==> src/hdl/telnet_option_negotiator_macros.svh <==
// ----------------------------------------------------------------------------
// Telnet option negotiator assertion macros
// Concurrent assertion wrappers, empty when SYNTHESIS is defined.
// ----------------------------------------------------------------------------
`ifndef TELNET_OPTION_NEGOTIATOR_MACROS_SVH
`define TELNET_OPTION_NEGOTIATOR_MACROS_SVH

`ifndef SYNTHESIS
`define TON_ASSERT(lbl, clk, rst_n, prop, msg) \
  lbl: assert property (@(posedge clk) disable iff (!rst_n) prop) else $error(msg);
`define TON_ASSERT_NORST(lbl, clk, prop, msg) \
  lbl: assert property (@(posedge clk) prop) else $error(msg);
`else
`define TON_ASSERT(lbl, clk, rst_n, prop, msg)
`define TON_ASSERT_NORST(lbl, clk, prop, msg)
`endif

`endif

==> src/hdl/tono_pkg.sv <==
// ----------------------------------------------------------------------------
// Telnet option negotiator package
// Protocol codes, reply descriptor type and the terminal type string.
// ----------------------------------------------------------------------------
`timescale 1ns / 1ps

package tono_pkg;

  localparam logic [7:0] B_IAC  = 8'd255;
  localparam logic [7:0] B_DONT = 8'd254;
  localparam logic [7:0] B_DO   = 8'd253;
  localparam logic [7:0] B_WONT = 8'd252;
  localparam logic [7:0] B_WILL = 8'd251;
  localparam logic [7:0] B_SB   = 8'd250;
  localparam logic [7:0] B_SE   = 8'd240;

  localparam logic [7:0] OPT_BINARY = 8'd0;
  localparam logic [7:0] OPT_ECHO   = 8'd1;
  localparam logic [7:0] OPT_SGA    = 8'd3;
  localparam logic [7:0] OPT_TTYPE  = 8'd24;
  localparam logic [7:0] OPT_NAWS   = 8'd31;

  localparam logic [7:0] TT_IS   = 8'd0;
  localparam logic [7:0] TT_SEND = 8'd1;

  localparam logic [1:0] ACT_NET    = 2'd0;
  localparam logic [1:0] ACT_TERM   = 2'd1;
  localparam logic [1:0] ACT_RESIZE = 2'd2;
  localparam logic [1:0] ACT_START  = 2'd3;

  localparam int          STEP_W     = 5;
  localparam logic [4:0]  TTYPE_LAST = 5'd19;
  localparam logic [4:0]  CMD_LAST   = 5'd2;
  localparam logic [4:0]  NAWS_OFS   = 5'd3;
  localparam logic [3:0]  NAWS_LAST  = 4'd8;

  // Reply kinds queued between decoder and byte sequencer
  typedef enum logic [2:0] {
    K_TERM  = 3'd0,  // one byte to the terminal
    K_ECHO  = 3'd1,  // terminal byte to network, IAC doubled
    K_CMD   = 3'd2,  // IAC cmd opt
    K_WNAWS = 3'd3,  // IAC WILL NAWS followed by window size
    K_NAWS  = 3'd4,  // window size subnegotiation
    K_TTYPE = 3'd5   // terminal type reply
  } kind_t;

  typedef struct packed {
    kind_t       kind;
    logic [7:0]  data;
    logic [7:0]  cmd;
    logic [15:0] cols;
    logic [15:0] rows;
    logic        naws;
    logic        binary;
    logic        sga;
  } desc_t;

  function automatic logic [7:0] ttype_byte(input logic [STEP_W-1:0] idx);
    logic [7:0] b;
    case (idx)
      5'd0:    b = B_IAC;
      5'd1:    b = B_SB;
      5'd2:    b = OPT_TTYPE;
      5'd3:    b = TT_IS;
      5'd4:    b = 8'h78;
      5'd5:    b = 8'h74;
      5'd6:    b = 8'h65;
      5'd7:    b = 8'h72;
      5'd8:    b = 8'h6d;
      5'd9:    b = 8'h2d;
      5'd10:   b = 8'h32;
      5'd11:   b = 8'h35;
      5'd12:   b = 8'h36;
      5'd13:   b = 8'h63;
      5'd14:   b = 8'h6f;
      5'd15:   b = 8'h6c;
      5'd16:   b = 8'h6f;
      5'd17:   b = 8'h72;
      5'd18:   b = B_IAC;
      default: b = B_SE;
    endcase
    return b;
  endfunction

endpackage

==> src/hdl/tono_front.sv <==
// ----------------------------------------------------------------------------
// Telnet receive decoder
// Runs the protocol state per beat and queues at most one reply descriptor.
// ----------------------------------------------------------------------------
`timescale 1ns / 1ps

module tono_front import tono_pkg::*; #(
  parameter int SUB_LIMIT = 256
) (
  input  logic        clk,
  input  logic        rst_n,
  input  logic        accept,
  input  logic [1:0]  action,
  input  logic [7:0]  data_byte,
  input  logic [15:0] new_cols,
  input  logic [15:0] new_rows,
  output logic        q_push,
  output desc_t       q_desc
);

  localparam int CW = $clog2(SUB_LIMIT + 1);

  typedef enum logic [7:0] {
    PH_DATA   = 8'b0000_0001,
    PH_IAC    = 8'b0000_0010,
    PH_WILL   = 8'b0000_0100,
    PH_WONT   = 8'b0000_1000,
    PH_DO     = 8'b0001_0000,
    PH_DONT   = 8'b0010_0000,
    PH_SB     = 8'b0100_0000,
    PH_SB_IAC = 8'b1000_0000
  } phase_t;

  phase_t      phase_r, phase_nxt;
  logic [CW-1:0] sub_count_r, sub_count_nxt;
  logic [7:0]  sub_option_r, sub_option_nxt;
  logic [7:0]  sub_second_r, sub_second_nxt;
  logic        naws_r, naws_nxt;
  logic        binary_r, binary_nxt;
  logic        sga_r, sga_nxt;
  logic [15:0] cols_r, cols_nxt;
  logic [15:0] rows_r, rows_nxt;
  logic        emit;
  kind_t       kind;
  logic [7:0]  cmd;
  logic        store_en;
  logic [7:0]  store_byte;
  logic        ttype_hit;

  assign ttype_hit = (sub_count_r >= CW'(2)) && (sub_option_r == OPT_TTYPE) &&
                     (sub_second_r == TT_SEND);

  always_comb begin
    phase_nxt      = phase_r;
    sub_count_nxt  = sub_count_r;
    sub_option_nxt = sub_option_r;
    sub_second_nxt = sub_second_r;
    naws_nxt       = naws_r;
    binary_nxt     = binary_r;
    sga_nxt        = sga_r;
    cols_nxt       = cols_r;
    rows_nxt       = rows_r;
    emit           = 1'b0;
    kind           = K_TERM;
    cmd            = B_IAC;
    store_en       = 1'b0;
    store_byte     = data_byte;
    unique case (action)
      ACT_NET: begin
        unique case (phase_r)
          PH_DATA: begin
            if (data_byte == B_IAC) begin
              phase_nxt = PH_IAC;
            end else begin
              emit = 1'b1;
            end
          end
          PH_IAC: begin
            phase_nxt = PH_DATA;
            case (data_byte)
              B_IAC:   emit = 1'b1;
              B_WILL:  phase_nxt = PH_WILL;
              B_WONT:  phase_nxt = PH_WONT;
              B_DO:    phase_nxt = PH_DO;
              B_DONT:  phase_nxt = PH_DONT;
              B_SB: begin
                phase_nxt     = PH_SB;
                sub_count_nxt = '0;
              end
              default: phase_nxt = PH_DATA;
            endcase
          end
          PH_WILL: begin
            phase_nxt = PH_DATA;
            emit      = 1'b1;
            kind      = K_CMD;
            cmd       = B_DO;
            case (data_byte)
              OPT_ECHO:   cmd = B_DO;
              OPT_SGA:    sga_nxt = 1'b1;
              OPT_BINARY: binary_nxt = 1'b1;
              default:    cmd = B_DONT;
            endcase
          end
          PH_WONT: phase_nxt = PH_DATA;
          PH_DO: begin
            phase_nxt = PH_DATA;
            emit      = 1'b1;
            kind      = K_CMD;
            cmd       = B_WILL;
            case (data_byte)
              OPT_NAWS: begin
                kind     = K_WNAWS;
                naws_nxt = 1'b1;
              end
              OPT_TTYPE:  cmd = B_WILL;
              OPT_BINARY: binary_nxt = 1'b1;
              OPT_SGA:    sga_nxt = 1'b1;
              default:    cmd = B_WONT;
            endcase
          end
          PH_DONT: begin
            phase_nxt = PH_DATA;
            emit      = 1'b1;
            kind      = K_CMD;
            cmd       = B_WONT;
          end
          PH_SB: begin
            if (data_byte == B_IAC) begin
              phase_nxt = PH_SB_IAC;
            end else begin
              store_en = 1'b1;
            end
          end
          PH_SB_IAC: begin
            if (data_byte == B_SE) begin
              phase_nxt = PH_DATA;
              emit      = ttype_hit;
              kind      = K_TTYPE;
            end else if (data_byte == B_IAC) begin
              phase_nxt = PH_SB;
              store_en  = 1'b1;
            end else begin
              phase_nxt = PH_DATA;
            end
          end
          default: phase_nxt = PH_DATA;
        endcase
      end
      ACT_TERM: begin
        emit = 1'b1;
        kind = K_ECHO;
      end
      ACT_RESIZE: begin
        cols_nxt = new_cols;
        rows_nxt = new_rows;
        emit     = naws_r;
        kind     = K_NAWS;
      end
      default: begin
        emit = 1'b1;
        kind = K_CMD;
        cmd  = B_WILL;
      end
    endcase

    if (store_en && (sub_count_r < CW'(SUB_LIMIT))) begin
      if (sub_count_r == '0) begin
        sub_option_nxt = store_byte;
      end
      if (sub_count_r == CW'(1)) begin
        sub_second_nxt = store_byte;
      end
      sub_count_nxt = sub_count_r + CW'(1);
    end
  end

  always_comb begin
    q_desc.kind   = kind;
    q_desc.data   = (action == ACT_START) ? OPT_NAWS : data_byte;
    q_desc.cmd    = cmd;
    q_desc.cols   = cols_nxt;
    q_desc.rows   = rows_nxt;
    q_desc.naws   = naws_nxt;
    q_desc.binary = binary_nxt;
    q_desc.sga    = sga_nxt;
  end

  assign q_push = accept && emit;

  always_ff @(posedge clk) begin
    if (!rst_n) begin
      phase_r     <= PH_DATA;
      sub_count_r <= '0;
      naws_r      <= 1'b0;
      binary_r    <= 1'b0;
      sga_r       <= 1'b0;
      cols_r      <= 16'd80;
      rows_r      <= 16'd24;
    end else if (accept) begin
      phase_r     <= phase_nxt;
      sub_count_r <= sub_count_nxt;
      naws_r      <= naws_nxt;
      binary_r    <= binary_nxt;
      sga_r       <= sga_nxt;
      cols_r      <= cols_nxt;
      rows_r      <= rows_nxt;
    end
  end

  always_ff @(posedge clk) begin
    if (accept) begin
      sub_option_r <= sub_option_nxt;
      sub_second_r <= sub_second_nxt;
    end
  end

endmodule

==> src/hdl/tono_fifo.sv <==
// ----------------------------------------------------------------------------
// Reply descriptor queue
// Short FIFO between the decoder and the byte sequencer.
// ----------------------------------------------------------------------------
`timescale 1ns / 1ps

module tono_fifo import tono_pkg::*; #(
  parameter int DEPTH = 4
) (
  input  logic  clk,
  input  logic  rst_n,
  input  logic  push,
  input  desc_t wdata,
  output logic  full,
  input  logic  pop,
  output desc_t rdata,
  output logic  empty
);

  localparam int AW = (DEPTH > 1) ? $clog2(DEPTH) : 1;
  localparam int CW = $clog2(DEPTH + 1);

  desc_t         mem [DEPTH];
  logic [AW-1:0] wr_ptr_r, wr_ptr_nxt;
  logic [AW-1:0] rd_ptr_r, rd_ptr_nxt;
  logic [CW-1:0] count_r, count_nxt;
  logic          do_push, do_pop;

  assign full    = (count_r == CW'(DEPTH));
  assign empty   = (count_r == '0);
  assign do_push = push && !full;
  assign do_pop  = pop && !empty;
  assign rdata   = mem[rd_ptr_r];

  always_comb begin
    wr_ptr_nxt = wr_ptr_r;
    rd_ptr_nxt = rd_ptr_r;
    count_nxt  = count_r;
    if (do_push) begin
      wr_ptr_nxt = (wr_ptr_r == AW'(DEPTH - 1)) ? '0 : wr_ptr_r + AW'(1);
    end
    if (do_pop) begin
      rd_ptr_nxt = (rd_ptr_r == AW'(DEPTH - 1)) ? '0 : rd_ptr_r + AW'(1);
    end
    if (do_push && !do_pop) begin
      count_nxt = count_r + CW'(1);
    end else if (do_pop && !do_push) begin
      count_nxt = count_r - CW'(1);
    end
  end

  always_ff @(posedge clk) begin
    if (!rst_n) begin
      wr_ptr_r <= '0;
      rd_ptr_r <= '0;
      count_r  <= '0;
    end else begin
      wr_ptr_r <= wr_ptr_nxt;
      rd_ptr_r <= rd_ptr_nxt;
      count_r  <= count_nxt;
    end
  end

  always_ff @(posedge clk) begin
    if (do_push) begin
      mem[wr_ptr_r] <= wdata;
    end
  end

endmodule

==> src/hdl/tono_back.sv <==
// ----------------------------------------------------------------------------
// Reply byte sequencer
// Expands one queued descriptor into result beats, one byte per cycle while out_pop is high.
// ----------------------------------------------------------------------------
`timescale 1ns / 1ps
`include "telnet_option_negotiator_macros.svh"

module tono_back import tono_pkg::*; (
  input  logic        clk,
  input  logic        rst_n,
  input  desc_t       q_desc,
  input  logic        q_empty,
  output logic        q_pop,
  output logic        out_empty,
  input  logic        out_pop,
  output logic        out_dest,
  output logic [7:0]  out_byte,
  output logic        out_last,
  output logic        out_naws_on,
  output logic        out_binary_on,
  output logic        out_sga_on
);

  logic              cur_valid_r, cur_valid_nxt;
  desc_t             cur_r;
  logic [STEP_W-1:0] step_r, step_nxt;
  logic              dup_r, dup_nxt;
  logic [3:0]        ns;
  logic [7:0]        naws_b;
  logic              naws_val;
  logic              is_val;
  logic              last_raw;
  logic              hold;
  logic              fire;
  logic              load;

  assign ns = (cur_r.kind == K_WNAWS) ? 4'(step_r - NAWS_OFS) : step_r[3:0];

  always_comb begin
    naws_val = 1'b0;
    case (ns)
      4'd0:    naws_b = B_IAC;
      4'd1:    naws_b = B_SB;
      4'd2:    naws_b = OPT_NAWS;
      4'd3: begin
        naws_b   = cur_r.cols[15:8];
        naws_val = 1'b1;
      end
      4'd4: begin
        naws_b   = cur_r.cols[7:0];
        naws_val = 1'b1;
      end
      4'd5: begin
        naws_b   = cur_r.rows[15:8];
        naws_val = 1'b1;
      end
      4'd6: begin
        naws_b   = cur_r.rows[7:0];
        naws_val = 1'b1;
      end
      4'd7:    naws_b = B_IAC;
      default: naws_b = B_SE;
    endcase
  end

  always_comb begin
    out_dest = 1'b1;
    out_byte = cur_r.data;
    is_val   = 1'b0;
    last_raw = 1'b0;
    unique case (cur_r.kind)
      K_TERM: begin
        out_dest = 1'b0;
        last_raw = 1'b1;
      end
      K_ECHO: begin
        is_val   = 1'b1;
        last_raw = 1'b1;
      end
      K_CMD: begin
        out_byte = (step_r == '0) ? B_IAC : (step_r == STEP_W'(1)) ? cur_r.cmd : cur_r.data;
        last_raw = (step_r == CMD_LAST);
      end
      K_WNAWS: begin
        if (step_r < NAWS_OFS) begin
          out_byte = (step_r == '0) ? B_IAC : (step_r == STEP_W'(1)) ? cur_r.cmd : cur_r.data;
        end else begin
          out_byte = naws_b;
          is_val   = naws_val;
          last_raw = (ns == NAWS_LAST);
        end
      end
      K_NAWS: begin
        out_byte = naws_b;
        is_val   = naws_val;
        last_raw = (ns == NAWS_LAST);
      end
      default: begin
        out_byte = ttype_byte(step_r);
        last_raw = (step_r == TTYPE_LAST);
      end
    endcase
  end

  // A value byte equal to IAC goes out twice
  assign hold     = is_val && (out_byte == B_IAC) && !dup_r;
  assign out_last = last_raw && !hold;

  assign out_empty     = !cur_valid_r;
  assign out_naws_on   = cur_r.naws;
  assign out_binary_on = cur_r.binary;
  assign out_sga_on    = cur_r.sga;

  assign fire  = cur_valid_r && out_pop;
  assign load  = !cur_valid_r || (fire && out_last);
  assign q_pop = load && !q_empty;

  always_comb begin
    cur_valid_nxt = cur_valid_r;
    step_nxt      = step_r;
    dup_nxt       = dup_r;
    if (load) begin
      cur_valid_nxt = !q_empty;
      step_nxt      = '0;
      dup_nxt       = 1'b0;
    end else if (fire) begin
      if (hold) begin
        dup_nxt = 1'b1;
      end else begin
        step_nxt = step_r + STEP_W'(1);
        dup_nxt  = 1'b0;
      end
    end
  end

  always_ff @(posedge clk) begin
    if (!rst_n) begin
      cur_valid_r <= 1'b0;
      step_r      <= '0;
      dup_r       <= 1'b0;
    end else begin
      cur_valid_r <= cur_valid_nxt;
      step_r      <= step_nxt;
      dup_r       <= dup_nxt;
    end
  end

  always_ff @(posedge clk) begin
    if (q_pop) begin
      cur_r <= q_desc;
    end
  end

  `TON_ASSERT(a_ttype_step, clk, rst_n, (cur_valid_r && cur_r.kind == K_TTYPE) |-> (step_r <= TTYPE_LAST), "ttype step overrun")
  `TON_ASSERT(a_naws_step, clk, rst_n, (cur_valid_r && cur_r.kind == K_NAWS) |-> (step_r <= STEP_W'(NAWS_LAST)), "naws step overrun")
  `TON_ASSERT(a_dup_valid, clk, rst_n, dup_r |-> cur_valid_r, "doubling with no reply in progress")
  `TON_ASSERT(a_mid_reply, clk, rst_n, (fire && !out_last) |=> (cur_valid_r && $stable(cur_r.kind)), "reply cut short")

endmodule

==> src/hdl/telnet_option_negotiator.sv <==
// ----------------------------------------------------------------------------
// Telnet option negotiator
// Path: input beat, reply queue, sequencer reply register, out_ ports.
// Throughput: one input beat per cycle while in_full is low; a beat with
// many results holds the sequencer, up to QUEUE_DEPTH replies buffered.
// Reset: synchronous, active low; data phase, flags clear, 80 x 24 window.
// ----------------------------------------------------------------------------
`timescale 1ns / 1ps

module telnet_option_negotiator import tono_pkg::*; #(
  parameter int SUB_LIMIT   = 256,
  parameter int QUEUE_DEPTH = 4
) (
  input  logic        clk,
  input  logic        rst_n,
  input  logic        in_push,
  output logic        in_full,
  input  logic [1:0]  in_action,
  input  logic [7:0]  in_data_byte,
  input  logic [15:0] in_new_cols,
  input  logic [15:0] in_new_rows,
  output logic        out_empty,
  input  logic        out_pop,
  output logic        out_dest,
  output logic [7:0]  out_byte,
  output logic        out_last,
  output logic        out_naws_on,
  output logic        out_binary_on,
  output logic        out_sga_on
);

  logic  accept;
  logic  q_push;
  desc_t q_wdata;
  logic  q_full;
  logic  q_pop;
  desc_t q_rdata;
  logic  q_empty;

  assign in_full = q_full;
  assign accept  = in_push && !q_full;

  tono_front #(
    .SUB_LIMIT (SUB_LIMIT)
  ) u_front (
    .clk       (clk),
    .rst_n     (rst_n),
    .accept    (accept),
    .action    (in_action),
    .data_byte (in_data_byte),
    .new_cols  (in_new_cols),
    .new_rows  (in_new_rows),
    .q_push    (q_push),
    .q_desc    (q_wdata)
  );

  tono_fifo #(
    .DEPTH (QUEUE_DEPTH)
  ) u_fifo (
    .clk   (clk),
    .rst_n (rst_n),
    .push  (q_push),
    .wdata (q_wdata),
    .full  (q_full),
    .pop   (q_pop),
    .rdata (q_rdata),
    .empty (q_empty)
  );

  tono_back u_back (
    .clk           (clk),
    .rst_n         (rst_n),
    .q_desc        (q_rdata),
    .q_empty       (q_empty),
    .q_pop         (q_pop),
    .out_empty     (out_empty),
    .out_pop       (out_pop),
    .out_dest      (out_dest),
    .out_byte      (out_byte),
    .out_last      (out_last),
    .out_naws_on   (out_naws_on),
    .out_binary_on (out_binary_on),
    .out_sga_on    (out_sga_on)
  );

endmodule
==> config.mk <==
export PLATFORM = sky130hd
export DESIGN_NAME = telnet_option_negotiator
export DESIGN_NICKNAME = d
export VERILOG_FILES = /design/src/hdl/tono_pkg.sv /design/src/hdl/tono_front.sv /design/src/hdl/tono_fifo.sv /design/src/hdl/tono_back.sv /design/src/hdl/telnet_option_negotiator.sv
export VERILOG_INCLUDE_DIRS = /design/src /design/src/hdl
export SDC_FILE = /design/constraint.sdc
export NUM_CORES = 1
export LEC_CHECK = 0
export BUFFER_PORTS_ARGS = -buffer_cell sky130_fd_sc_hd__buf_2
export CORE_ASPECT_RATIO = 0.8
export CORE_MARGIN = 1.5
export CORE_UTILIZATION = 40
export CTS_BUF_LIST = sky130_fd_sc_hd__clkbuf_4
export CTS_CLUSTER_SIZE = 28
export DETAILED_ROUTE_END_ITERATION = 10
export PLACE_DENSITY = 0.61
export SETUP_SLACK_MARGIN = 0.2
export SYNTH_ARGS = -nofsm -noshare
export SYNTH_HDL_FRONTEND = slang
export SYNTH_SLANG_ARGS = --single-unit
==> constraint.sdc <==
create_clock -name clk -period 6 [get_ports clk]
set_input_delay 1.8 -clock clk [delete_from_list [all_inputs] [get_ports clk]]
set_output_delay 1.8 -clock clk [all_outputs]
set_load 0.02 [all_outputs]
==> impl_metrics.yaml <==
floorplanning:
  die_w_um: 218.5
  initial_core_util: 0.4102
  dieArea_mm2: 0.03833
  ios: 61
  fp-row-count: 62
  core_area_mm2: 0.03623
  die_h_um: 175.4
pwr:
  clockPowerShare: 0.292
  power_density_mw_per_mm2: 397.9
  p_sw_frac: 0.3127
  power_mw: 6.749
  internal-power_mw: 4.638
  pwr-share-seq: 0.453
  leakagePower_nw: 5.873
  power_frac_comb: 0.254
  vdd_drop_max_v: 0.0001859
  switchingPower_mw: 2.111
global_route:
  grt_overflow: 0
  antenna_found_initial: 1
  use_met3: 0.04242
  global_route.usage.met1: 0.2526
  grt_max_degree: 52
  busiest_layer: "met2"
  grt_pass1_wl_mm: 51.29
  grt_use_total: 0.1754
  grt_use_met2: 0.2569
  grt_pass1_vias: 9070
clock_tree:
  cts.clk_slew.worst_paths_ps: 60
  clock_latency_ps: 770
  h-tree-depth: 3
  cts_root_buf: "clkbuf_4"
  hold_buffers: 0
  cts_buffers: 86
  clockBufferDepth: 3
  cts_tree: "done"
  clock-sinks: 335
sta:
  fin_worst_skew_ps: 54.23
  hold-worst-slack_ps: 468.0
  worst_pin_slew_ps: 1044
  fin_crit_sh: 0.9387
  fmax_ghz: 0.1775
  rsz0062_at_grt: "no"
  setup_slack_ps: 367.5
  tns_ps: 0
  hold_viol: 0
  setup-violations-final: 0
  slew_violations: 0
  period_minus_slack_ps: 5632
  relSlewSlack: 0.3037
detailed_routing:
  post_drt_wl_per_cell_um: 19.40
  drcViolationCount: 0
  drtIter0Drc: 769
  avgViaCountPerCell: 5.350
  num_vias: 9025
  first_pass_iters: 5
  drtAntennaViolNets: 0
  totalWireLength_mm: 32.72
synth:
  yosysSeqAreaShare: 0.6270
  synth_edf_count: 261
  synth_compound_area_frac: 0.08082
  ys_top_cells_by_area: "edfxtp_1 (53%), dfxtp_1 (10%), mux4_2 (7.6%)"
  yosys_warnings: 0
  syn_nets: 1083
  synth_cells: 1014
  muxShareOfSynthArea: 0.1319
  ys_types: 98
  synth_top_family_by_area: "multiplexers"
  ys.flop_type: "edfxtp_1"
  synth-seq-cells: 335
  synthAdderAreaFrac: 0.01987
  syn_area_per_cell_um2: 14.66
  yosys.area_share.simple: 0.1036
  synthesis.area_mm2: 0.01486
  synth_top_area_share: 0.5274
  async_reset_ff_frac: 0
  synth_area_leader_cell: "edfxtp_1"
  synthXorXnorAreaFrac: 0.01221
job:
  max_cap_violations: 0
cells_and_area:
  fin_nets: 1207
  drive_above_1_share: 0.2968
  synthToLayoutAreaGrowth_pct: 14.11
  nFillCells: 3224
place:
  pre_cts_ws_ps: 707.4
  place_hpwl_mm: 21.06
  gp_congestion: 0.9227
  io_buffers: 60
setup_path:
  cp.required_ps: 4200
  crit_type: "reg -> out"
  cp-start-kind: "flop"
  cp.arrival_ps: 3830
  critPathCaptureType: "primary output"
  worstPathMaxFanout: 11
min_path:
  hp-class: "reg -> reg"
status:
  status: "completed"
## cell families (layout without fill, tap and decap cells)
logic type / after synthesis / after routing
AOI/OAI and AO/OA: 161 / 161
xor gates and xnor gates: 19 / 19
adders and majority gates: 23 / 23
buffers and inverters: 80 / 272
DFF: 335 / 335
muxes: 129 / 129
other: 0 / 1
and+or+nand+nor: 267 / 267
## final cells by class
| class | instances | area, um^2 | area share |
|---|---|---|---|
| well taps | 480 | 600.6 | 0.03541 |
| clock inverters | 34 | 215.2 | 0.01269 |
| clock buffers | 122 | 915.9 | 0.05401 |
| diodes | 1 | 2.502 | 0.0001476 |
| multi-input cells | 599 | 5214 | 0.3074 |
| inverters | 25 | 95.09 | 0.005607 |
| repair buffers | 91 | 590.6 | 0.03482 |
| flip-flops and latches | 335 | 9325 | 0.5499 |
## final timing paths
kind / depth (start not counted) / slack, ps / start / endpoint
worst max register to register: 17 / 1290 / u_back.step_r[0]$_SDFFE_PP0N_ / u_fifo.count_r[2]$_SDFFE_PN0P_
worst min register to register: 2 / 470 / u_front.rows_r[3]$_SDFFE_PN1P_ / u_front.rows_r[3]$_SDFFE_PN1P_
worst min-delay path: 2 / 470 / u_front.rows_r[3]$_SDFFE_PN1P_ / u_front.rows_r[3]$_SDFFE_PN1P_
worst max-delay path: 11 / 370 / u_back.step_r[1]$_SDFFE_PP0N_ / out_last
## power groups by stage
stage	Combinational, mW	Sequential (mW)	Clock, mW
detailed placement	1.62	3.13	0
floorplan	1.19	3.04	0
finish	1.72	3.06	1.97
global placement	1.61	3.14	0
global route	1.86	3.09	2.17
CTS	1.64	3.09	2.05
## flip-flops by register name (all words and copies together), names as in the netlist, named ones only
register,flops
u_fifo.rd_ptr_r,2
u_front.rows_r,16
u_back.cur_valid_r,1
u_fifo.wr_ptr_r,2
u_back.cur_r,46
u_front.sub_option_r,8
u_back.out_naws_on,1
u_back.out_binary_on,1
u_front.sga_r,1
u_front.naws_r,1
u_front.sub_count_r,9
u_back.out_sga_on,1
u_front.cols_r,16
u_front.binary_r,1
u_back.dup_r,1
u_back.step_r,5
u_fifo.mem,196
u_fifo.count_r,3
u_front.sub_second_r,8
u_front.phase_r,8
## metrics by stage
step                        util  cell area (um^2)  std cells
after floorplan                -             14860       1014
after global placement    0.4328             15680       1515
after detailed placement  0.4328             15680       1515
after CTS                 0.4654             16860       1675
after global routing      0.4681             16960       1687
final                     0.4681             16960       1687
## worst max-delay path, cell delays in order (launching register included)
cell,delay (ps)
dfxtp_1,350
clkinv_2,180
ha_4,390
and4bb_1,320
a22o_1,330
a221oi_1,450
o21ai_1,110
o21a_1,210
and4_4,220
and3_4,220
nor2b_1,140
buf_2,190
## layer usage
layer | vias to the layer above | wire, um | share of wire
met3 | 59 | 1801 | 0.055
li1 | 4240 | - | -
met5 | - | 0 | 0
met1 | 4472 | 15820 | 0.48
met4 | 0 | 692 | 0.021
met2 | 254 | 14410 | 0.44
## what timing repair did
item | in CTS | in global routing
pin swaps | 1 | 0
endpoints found under the setup margin | 1 | 1
setup buffers | 4 | 11
resized for setup | 6 | 4
cloned | 0 | 0
## cell usage in the layout (no fill, tap or decap), types with 19 or more instances in the layout
master    Yosys  routed
edfxtp_1    261     261
clkbuf_4      0     122
dfxtp_1      74      71
buf_2        13      60
mux4_2       50      50
nor2b_1      50      49
mux2i_1      44      44
nand2_1      41      41
nor2_1       40      40
mux2_2       35      35
buf_4         5      26
o21ai_0      26      25
a21oi_1      23      23
nor3_1       22      22
clkinv_1      1      22
inv_1        21      20
ha_1         22      20
nand3_1      19      19
## cells in the mapped netlist (all sizes together) (8+ instances only)
library cell / instances
nand2: 41
nor2b: 50
a21oi: 23
mux2i: 44
or2: 9
nand3: 19
xnor2: 10
a21o: 8
mux2: 35
nor2: 42
nor3: 24
or3: 9
nand2b: 8
and2: 11
clkbuf: 24
ha: 22
edfxtp: 261
a31oi: 12
xor2: 9
inv: 24
buf: 31
o21ai: 32
mux4: 50
dfxtp: 74
No activity file was read; power rests on OpenSTA's default activity.
